### config.mk
export PLATFORM = sky130hd
export DESIGN_NAME = frc_ctrl
export DESIGN_NICKNAME = d
export VERILOG_FILES = /design/src/design/frc_pkg.sv /design/src/design/frc_ctrl.sv
export VERILOG_INCLUDE_DIRS = /design/src /design/src/design
export SDC_FILE = /design/constraint.sdc
export NUM_CORES = 1
export LEC_CHECK = 0
export ABC_AREA = 1
export BUFFER_PORTS_ARGS = -buffer_cell sky130_fd_sc_hd__buf_2
export CORE_AREA = 2 2 39 41
export CTS_CLUSTER_DIAMETER = 120
export DETAILED_ROUTE_END_ITERATION = 10
export DIE_AREA = 0 0 41 43
export MAX_ROUTING_LAYER = met4
export PLACE_DENSITY = 0.8
export SYNTH_ARGS = -nofsm -noshare
export SYNTH_HDL_FRONTEND = slang
export SYNTH_SLANG_ARGS = --single-unit
### constraint.sdc
create_clock -name clk_i -period 1 [get_ports clk_i]
set_input_delay 0.05 -clock clk_i [delete_from_list [all_inputs] [get_ports clk_i]]
set_output_delay 0.05 -clock clk_i [all_outputs]
set_load 0.05 [all_outputs]
### src/design/fenwick_range_count_top_defines.svh
// Assertion macros for the Fenwick range-count block.
// Included by the controller and datapath; expects clk_i and rst_ni in scope.
`ifndef FENWICK_RANGE_COUNT_TOP_DEFINES_SVH
`define FENWICK_RANGE_COUNT_TOP_DEFINES_SVH
`ifndef SYNTHESIS
`define FRC_ASSERT(lbl, prop, msg) \
  lbl: assert property (@(posedge clk_i) disable iff (!rst_ni) prop) else $error(msg);
`define FRC_ASSERT_ALWAYS(lbl, prop, msg) \
  lbl: assert property (@(posedge clk_i) prop) else $error(msg);
`else
`define FRC_ASSERT(lbl, prop, msg)
`define FRC_ASSERT_ALWAYS(lbl, prop, msg)
`endif
`endif

### src/design/frc_pkg.sv
// Shared types and constants of the Fenwick range-count block.
// No dependencies; used by the interfaces, controller, datapath and top level.
package frc_pkg;

  localparam int unsigned OP_W    = 2;
  localparam int unsigned POS_W   = 10;
  localparam int unsigned DELTA_W = 16;
  localparam int unsigned SUM_W   = 32;

  typedef enum logic [OP_W-1:0] {
    OP_ADD   = 2'd0,
    OP_QUERY = 2'd1,
    OP_CLEAR = 2'd2
  } op_e;

  typedef struct packed {
    logic load;
    logic clr_start;
    logic clr_step;
    logic walk_up;
    logic walk_down;
    logic sub;
    logic load_lo;
    logic load_res;
  } dp_cmd_t;

  typedef struct packed {
    logic up_done;
    logic down_done;
    logic clr_last;
  } dp_status_t;

endpackage

### src/design/frc_ctrl.sv
// Controller: sequences clear sweep, add walk and two-sided query walk; owns result valid.
// Depends on frc_pkg and the assertion macros header.
`include "fenwick_range_count_top_defines.svh"
module frc_ctrl (
  input  logic                     clk_i,
  input  logic                     rst_ni,
  input  logic                     req_valid_i,
  input  logic [frc_pkg::OP_W-1:0] req_opcode_i,
  output logic                     req_ready_o,
  output logic                     res_valid_o,
  input  logic                     res_ready_i,
  input  frc_pkg::dp_status_t      status_i,
  output frc_pkg::dp_cmd_t         cmd_o
);
  import frc_pkg::*;

  typedef enum logic [2:0] {
    S_CLEAR,
    S_IDLE,
    S_ADD,
    S_QHI,
    S_QLO,
    S_DRAIN,
    S_RES
  } state_e;

  state_e  state_q, state_d;
  logic    query_q, query_d;
  logic    out_valid_q, out_valid_d;
  logic    accept;
  dp_cmd_t cmd;

  assign req_ready_o = state_q == S_IDLE;
  assign accept      = req_valid_i && req_ready_o;

  always_comb begin
    cmd         = '0;
    state_d     = state_q;
    query_d     = query_q;
    out_valid_d = out_valid_q;
    if (res_ready_i) begin
      out_valid_d = 1'b0;
    end
    unique case (state_q)
      S_CLEAR: begin
        cmd.clr_step = 1'b1;
        if (status_i.clr_last) begin
          state_d = S_IDLE;
        end
      end
      S_IDLE: begin
        if (accept) begin
          cmd.load = 1'b1;
          case (op_e'(req_opcode_i))
            OP_ADD: begin
              query_d = 1'b0;
              state_d = S_ADD;
            end
            OP_QUERY: begin
              query_d = 1'b1;
              state_d = S_QHI;
            end
            OP_CLEAR: begin
              cmd.clr_start = 1'b1;
              state_d       = S_CLEAR;
            end
            default: state_d = S_IDLE;
          endcase
        end
      end
      S_ADD: begin
        if (status_i.up_done) begin
          state_d = S_DRAIN;
        end else begin
          cmd.walk_up = 1'b1;
        end
      end
      S_QHI: begin
        if (status_i.down_done) begin
          cmd.load_lo = 1'b1;
          state_d     = S_QLO;
        end else begin
          cmd.walk_down = 1'b1;
        end
      end
      S_QLO: begin
        if (status_i.down_done) begin
          state_d = S_DRAIN;
        end else begin
          cmd.walk_down = 1'b1;
          cmd.sub       = 1'b1;
        end
      end
      S_DRAIN: begin
        state_d = query_q ? S_RES : S_IDLE;
      end
      S_RES: begin
        if (!out_valid_q || res_ready_i) begin
          cmd.load_res = 1'b1;
          out_valid_d  = 1'b1;
          state_d      = S_IDLE;
        end
      end
      default: state_d = S_IDLE;
    endcase
  end

  always_ff @(posedge clk_i or negedge rst_ni) begin
    if (!rst_ni) begin
      state_q     <= S_CLEAR;
      query_q     <= 1'b0;
      out_valid_q <= 1'b0;
    end else begin
      state_q     <= state_d;
      query_q     <= query_d;
      out_valid_q <= out_valid_d;
    end
  end

  assign res_valid_o = out_valid_q;
  assign cmd_o       = cmd;

  `FRC_ASSERT(a_walk_down_live, cmd.walk_down |-> !status_i.down_done, "walk past tree root")
  `FRC_ASSERT(a_walk_up_live, cmd.walk_up |-> !status_i.up_done, "walk past last node")
  `FRC_ASSERT(a_res_slot_free, cmd.load_res |-> (!out_valid_q || res_ready_i), "result overwritten")
  `FRC_ASSERT(a_res_raises, cmd.load_res |=> out_valid_q, "loaded result not presented")
  `FRC_ASSERT_ALWAYS(a_one_mem_op, $onehot0({cmd.walk_up, cmd.walk_down, cmd.clr_step}), "memory ops overlap")
endmodule

### After elaboration in Yosys (flattened, before gate mapping)

Index checks and enable logic that the tools add are counted.

* equal/unequal tests: 14
* muxes and demuxes: 27
* reduce and logical (&&, ||, !) cells: 8

Operators with widths (number)
* 3-bit 2-to-1 mux: 7
* 3-bit case mux with 7 select lines: 1
* 1-bit 2-to-1 mux: 13
* 2-bit != test (second input constant): 5
* 3-bit equality test (second input constant): 3
* 3-bit by 2-bit equality test with 1-bit output (second input constant): 2
* 2-bit 2-to-1 mux: 3
* 2-bit case mux with 3 select lines: 1
* 6-bit AND reduction: 1
* 1-bit case mux with 2 select lines: 2
* 3-bit by 1-bit equality test with 1-bit output (second input constant): 1
* 3-bit logical NOT: 1
* 3-bit AND reduction: 1
* 2-bit by 1-bit equality test with 1-bit output (second input constant): 1
* 2-bit equality test (second input constant): 1
* 2-bit logical NOT: 1
* 2-bit by 1-bit != test with 1-bit output (second input constant): 1
* 2-bit nonzero test: 1
* 1-bit logical AND: 1
* 1-bit logical NOT: 1
* 1-bit logical OR: 1

* bits in registers: 5
* input port bits: 9
* output and inout port bits: 10

### Depth between registers and ports, before layout

Gate-level depths: netlist of the first run.

* depth after elaboration: 4
* gate-level depth with buffers: 9

### Worst setup path after synthesis of the first run

OpenSTA, ideal clock, no wires.

* path type: register -> output
* from: reg state_q[1]
* to: out cmd_o[6] (netlist bit)
* data arrival time: 2117 ps
* data required time: 950 ps
* slack: -1167 ps
* cell stages (with the launch flop): 5
* buffers on the path: 1
* path through: dfrtp_1 buf_6 inv_8 nand3_4 nor4_1

RTL lines
* start: declaration: line frc_ctrl.sv:27 `state_e state_q, state_d;`
* start signal: assignment: line frc_ctrl.sv:114 `state_q <= state_d;`
* end: declaration: line frc_ctrl.sv:13 `output frc_pkg::dp_cmd_t cmd_o`

==> results of run 1 <==
[cell families after synthesis]
family	share of synthesized area, %
AOI/OAI and AO/OA	6.668
buffers and inverters	17.70
DFF	22.99
and+or+nand+nor	52.64
[synth_stat cells]
| library cell | number | area, sq um |
|---|---|---|
| nor2_4 | 4 | 45.04 |
| o21ai_1 | 2 | 10.01 |
| inv_2 | 1 | 3.750 |
| nor2_1 | 5 | 18.77 |
| nor3_1 | 1 | 5.000 |
| nor4_1 | 1 | 6.260 |
| dfrtp_1 | 5 | 125.1 |
| o21ai_2 | 1 | 8.760 |
| buf_6 | 3 | 33.78 |
| nand2_1 | 13 | 48.80 |
| inv_4 | 1 | 6.260 |
| nand2_2 | 4 | 25.02 |
| nand4_1 | 3 | 18.77 |
| a21oi_1 | 2 | 10.01 |
| inv_1 | 11 | 41.29 |
| o211ai_1 | 1 | 7.510 |
| nand3_1 | 6 | 30.03 |
| nand3_2 | 3 | 30.03 |
| nand3_4 | 2 | 35.03 |
| inv_8 | 1 | 11.26 |
| nand2_4 | 1 | 11.26 |
| nor2_2 | 2 | 12.51 |
[layer usage]
metal	up-vias	global-route usage, %	share of wire [%]
li1	310	-	-
met1	275	23.45	40
met2	20	29.69	54
met3	4	3.665	3.3
met4	0	12.67	2.3
met5	-	-	0
[power groups by stage]
| stage | logic [uW] | registers [uW] | clock network (uW) |
|---|---|---|---|
| CTS | 1940 | 373 | 253 |
| finish | 2140 | 378 | 238 |
| floorplan | 1300 | 343 | 0 |
| global placement | 1620 | 361 | 0 |
| detailed placement | 1620 | 370 | 0 |
| global route | 2270 | 390 | 261 |
[metrics by stage]
stage	utilization [%]	cells	cell area [sq um]	setup slack, ns
detailed placement	54.79	114	758.2	-0.3360
floorplan	-	73	606.8	-0.2681
global route	71.70	127	992.2	-0.4202
global placement	54.79	114	758.2	-0.3074
finish	71.70	127	992.2	-0.3524
CTS	65.91	123	912.1	-0.3766
[final cells by class]
type,count,share of cell area [%]
Multi-Input combinational cell,51,41.61
Timing Repair Buffer,37,33.80
Sequential cell,5,12.86
Inverter,14,7.062
Clock buffer,4,2.648
Tap cell,16,2.018
[sequential cells by signal, indices dropped and copies added (netlist names)]
name	flops
res_valid_o	1
state_q	3
query_q	1
[worst max-delay path, cell delays in order (launching register included)]
cell and delay [ns]:
dfrtp_2 0.50, inv_8 0.11, nand3_4 0.10, nor4_4 0.16
buf_6 0.19
[path summary, 6_finish.rpt]
path | end | slack (ns) | depth (start not counted)
max in group asynchronous | res_valid_o | 0.69 | 2
max | cmd_o[6] | -0.35 | 4
min reg2reg | query_q | 0.55 | 2
min | query_q | 0.10 | 3
max reg2reg | state_q[2] | -0.30 | 7
min in group asynchronous | state_q[2] | 0.16 | 2
[what timing repair did]
item | 4_1_cts | 5_1_grt
setup buffers | 4 | 4
gates resized for setup | 27 | 14
hold buffers | 1 | 0
endpoints found under the hold margin | 5 | 0
pin swaps | 3 | 5
endpoints found under the setup margin | 14 | 14
==> out/results.ini, run 1 <==
[run_status]
status = complete, but fails checks
failed_checks = negative setup slack

[setup_path]
startpoint_type = register
cp.required_ns = 0.95
startpoint = state_q[1]
critPathArrivalTime_ns = 1.30
r2r_start = state_q[1]
crit_path_end_kind = output port
critical_path_class = reg -> out
crit_fanout = 7

[sta]
tightest_slew_ns = 0.2689
hold_ws_ns = 0.1006
fin_setup_tns_ns = -3.692
fin_ws_ns = -0.3524
finClkSkew_ns = 0.002777
finalMaxSlewViolations = 0
fin_crit_ns = 1.352
max_clock_freq_mhz = 739.4
rsz0062_at_grt = true
relSlewSlack_pct = 82.07
finalSetupViolCount = 13
post-route-period-util_pct = 135.2
finalHoldViolations = 0

[clock_tree]
insertion_delay_ns = 0.24
clock_sinks = 5
cts_tree = yes
cts_made_buffers = 3
cts_buffer_depth = 2
htreeDepth = 1
clk_pin_slew_worst_paths_ns = 0.05
root_buffer = clkbuf_4

[drt]
ant_nets = 0
viasPerCell = 4.795
drt_iter0_drc = 9
vias = 609
first_pass_iters = 4
drc = 0
wl_per_cell_microns = 11.43
wirelength_microns = 1452

[floorplanning]
core_area_sq_um = 1384
start_util_pct = 39.33
die_w_microns = 41
die_height_microns = 43
top_level_ports = 19
die-area_sq_um = 1763
core.rowCount = 14

[finish]
synthToLayoutAreaGrowth_pct = 82.30
layout_common_cells = buf_4 (13), nand2_1 (11), buf_6 (10), buf_2 (8), inv_1 (7)
drive_gt1_share_pct = 68.47
diodes = 0
layout.nets = 121
multi_input_area_sq_um = 412.9
final_common_cell = buf_4
nFillCells = 103
regArea_sq_um = 127.6

[global_route]
grt_max_degree = 9
grt_pass1_vias = 581
grt_pass1_wl_microns = 2311
antenna_found_initial = 0
overflow = 0
grt.total_usage_pct = 19.94

[synth]
ys_warn_count = 0
avgSynthCellArea_sq_um = 7.456
syn_nets = 82
syn_area_sq_um = 544.3
ys_ff_latch = 5
syn_inst = 73
synth-seq-area-share_pct = 22.99
synthDistinctLibCells = 22

[min_path]
hold_class = in -> reg
min_from = req_opcode_i[0]

[power]
p_clk_share_pct = 8.6
swShare_pct = 50.98
switching_power_uw = 1405
seqPwrFrac_pct = 13.7
p_total_uw = 2756
vdd_ir_drop_max_mv = 1.577
p_int_uw = 1351
power_frac_comb_pct = 77.7
power_density_nw_per_um2 = 2778
leakage_uw = 0.0004822

[flow_run]
maxCapViolCount = 0

[placed_design]
gp_congestion = 0.8861
port_buffers = 18
dp_hpwl_microns = 1057

Power figures use the tool's default switching activity.
==> inputs of run 2 (changes only) <==
CTS_CLUSTER_DIAMETER = default   (was 120)
PLACE_DENSITY = 0.68   (was 0.8)
clock period = 1.57 ns   (was 1 ns; I/O delays follow)
==> run 2 against run 1 <==
The run now ends clean. Cell area decreased by 30%. Critical path depth unchanged. Clock-buffer cell count unchanged. Via count decreased by 8.7%. Clock power decreased by 37%. Combinational power decreased by 57%. Non-clock buffer count decreased by 15. Sequential share of layout area increased by 5.4 points. Register-to-register slack improved by 0.67 ns. Flip-flop and latch count unchanged. Critical path type unchanged. Largest power group unchanged.
==> out/results.ini, run 2 (synthesis gave the netlist of run 1 again) <==
[run_status]
status = finished, final reports clean

[floorplanning]
die_w_microns = 41
core_area_sq_um = 1384
die_height_microns = 43
die-area_sq_um = 1763
core.rowCount = 14
top_level_ports = 19
start_util_pct = 39.33

[clock_tree]
postCtsSetupRepairBufs = 0
root_buffer = clkbuf_4
clock_sinks = 5
cts_tree = yes
clk_pin_slew_worst_paths_ns = 0.05
cts_made_buffers = 3
htreeDepth = 1
insertion_delay_ns = 0.24
cts_buffer_depth = 2

[drt]
top_signal_layer_used = met4
viasPerCell = 4.964
wl_per_cell_microns = 10.59
wirelength_microns = 1186
drt_iter0_drc = 7
drt-met1-wl_microns = 507
first_pass_iters = 4
ant_nets = 0
wl_met2_microns = 601
wl_met3_microns = 66
drc = 0
vias = 556

[setup_path]
r2r_cells = 6
cp.required_ns = 1.49
cp_slowest_cell = dfrtp_2
cp_slowest_stage_delay_ns = 0.51
crit_fanout = 8
crit_path_end_kind = output port
critPathArrivalTime_ns = 1.40
startpoint_type = register
crit_chain = inv_8 > nand3_4 > nor4_2 > buf_2
critical_path_class = reg -> out

[power]
vdd_ir_drop_max_mv = 1.051
switching_power_uw = 744.3
leakage_uw = 0.0003946
swShare_pct = 57.29
power_density_nw_per_um2 = 1878
seqPwrFrac_pct = 17.6
p_clk_share_pct = 11.4
power_frac_comb_pct = 70.9
p_int_uw = 554.9

[placed_design]
gp_congestion = 0.8134
port_buffers = 18
dpl_cell_area_sq_um = 654.4
dp_hpwl_microns = 966.1

[finish]
largest_reg_flops = 3
stdcell_area_sq_um = 691.9
top_register = state_q
diodes = 0
synthToLayoutAreaGrowth_pct = 27.13
layout.nets = 106
drive_gt1_share_pct = 48.96
layout_common_cells = buf_2 (18), nand2_1 (13), inv_1 (11), nand3_1 (6), nor2_1 (5)
final_common_cell = buf_2

[global_route]
grt_pass1_vias = 499
grt_max_degree = 12
grt.total_usage_pct = 17.34
grt_pass1_wl_microns = 2049
antenna_found_initial = 0
overflow = 0

[sta]
max_clock_freq_mhz = 677.5
finalSetupViolCount = 0
finalMaxSlewViolations = 0
post-route-period-util_pct = 94.02
relSlewSlack_pct = 81.34
tightest_slew_ns = 0.2799
finClkSkew_ns = 0.004949
hold_ws_ns = 0.1266
finalHoldViolations = 0
rsz0062_at_grt = false
fin_crit_ns = 1.476

[min_path]
hold_path_depth = 3
hold_class = in -> reg

[flow_run]
maxCapViolCount = 0

[run 2: cell types whose count changed in the layout (fill, tap and decap cells not counted), moves of 4 or more]
cell,previous run,this run
buf_6,10,0
buf_4,13,3
inv_1,7,11
buf_8,5,0
nor2_1,1,5
buf_2,8,18
[run 2: cell type report]
class / count / area (sq um)
tap: 16 / 20.02
timing repair buffer: 22 / 122.6
clock buffer: 4 / 26.28
inverter: 14 / 62.56
multi-input combinational: 51 / 334.1
fill: 149 / 691.9
sequential: 5 / 126.4
[run 2: stage by stage]
step           utilization, %  setup TNS, ns  std cells  worst slack (ns)  total power [uW]
6_report                50.00              0        112           0.09391              1299
3_3_place_gp            47.29              0        107            0.2629              1135
4_1_cts                 50.00              0        112           0.07787              1310
5_1_grt                 50.00              0        112          0.001171              1405
2_1_floorplan               -       -0.03559         73          -0.03559              1003
3_5_place_dp            47.29              0        107            0.2450              1150
[run 2: routing by layer]
metal	vias to the layer above	global-route usage [%]
met2	22	25.94
met4	0	2.000
met1	248	21.85
met3	3	7.853
li1	283	-
met5	-	-
[run 2: critical path: cells and delay by family, from the launching register on]
family / cells / cell delay (ns)
DFF: 1 / 0.51
and+or+nand+nor: 2 / 0.23
buffers and inverters: 2 / 0.42
[run 2: power groups by stage]
| stage | sequential (uW) | combinational (uW) | clock, uW |
|---|---|---|---|
| 2_1_floorplan | 214 | 789 | 0 |
| 3_3_place_gp | 228 | 908 | 0 |
| 3_5_place_dp | 229 | 920 | 0 |
| 4_1_cts | 229 | 925 | 156 |
| 5_1_grt | 239 | 1010 | 161 |
| 6_report | 229 | 921 | 149 |
[run 2: worst paths after layout]
check | start | to | slack (ns)
max | state_q[1] | cmd_o[6] | 0.09
min | req_opcode_i[0] | query_q | 0.13
max reg2reg | state_q[1] | state_q[2] | 0.37
min reg2reg | query_q | query_q | 0.55
max in group asynchronous | rst_ni | state_q[1] | 1.23
min in group asynchronous | rst_ni | res_valid_o | 0.20
[run 2: repair_timing]
action	CTS	global route
endpoints found under the hold margin	5	0
hold buffers	1	0
gates resized for setup	1	0
endpoints found under the setup margin	2	0
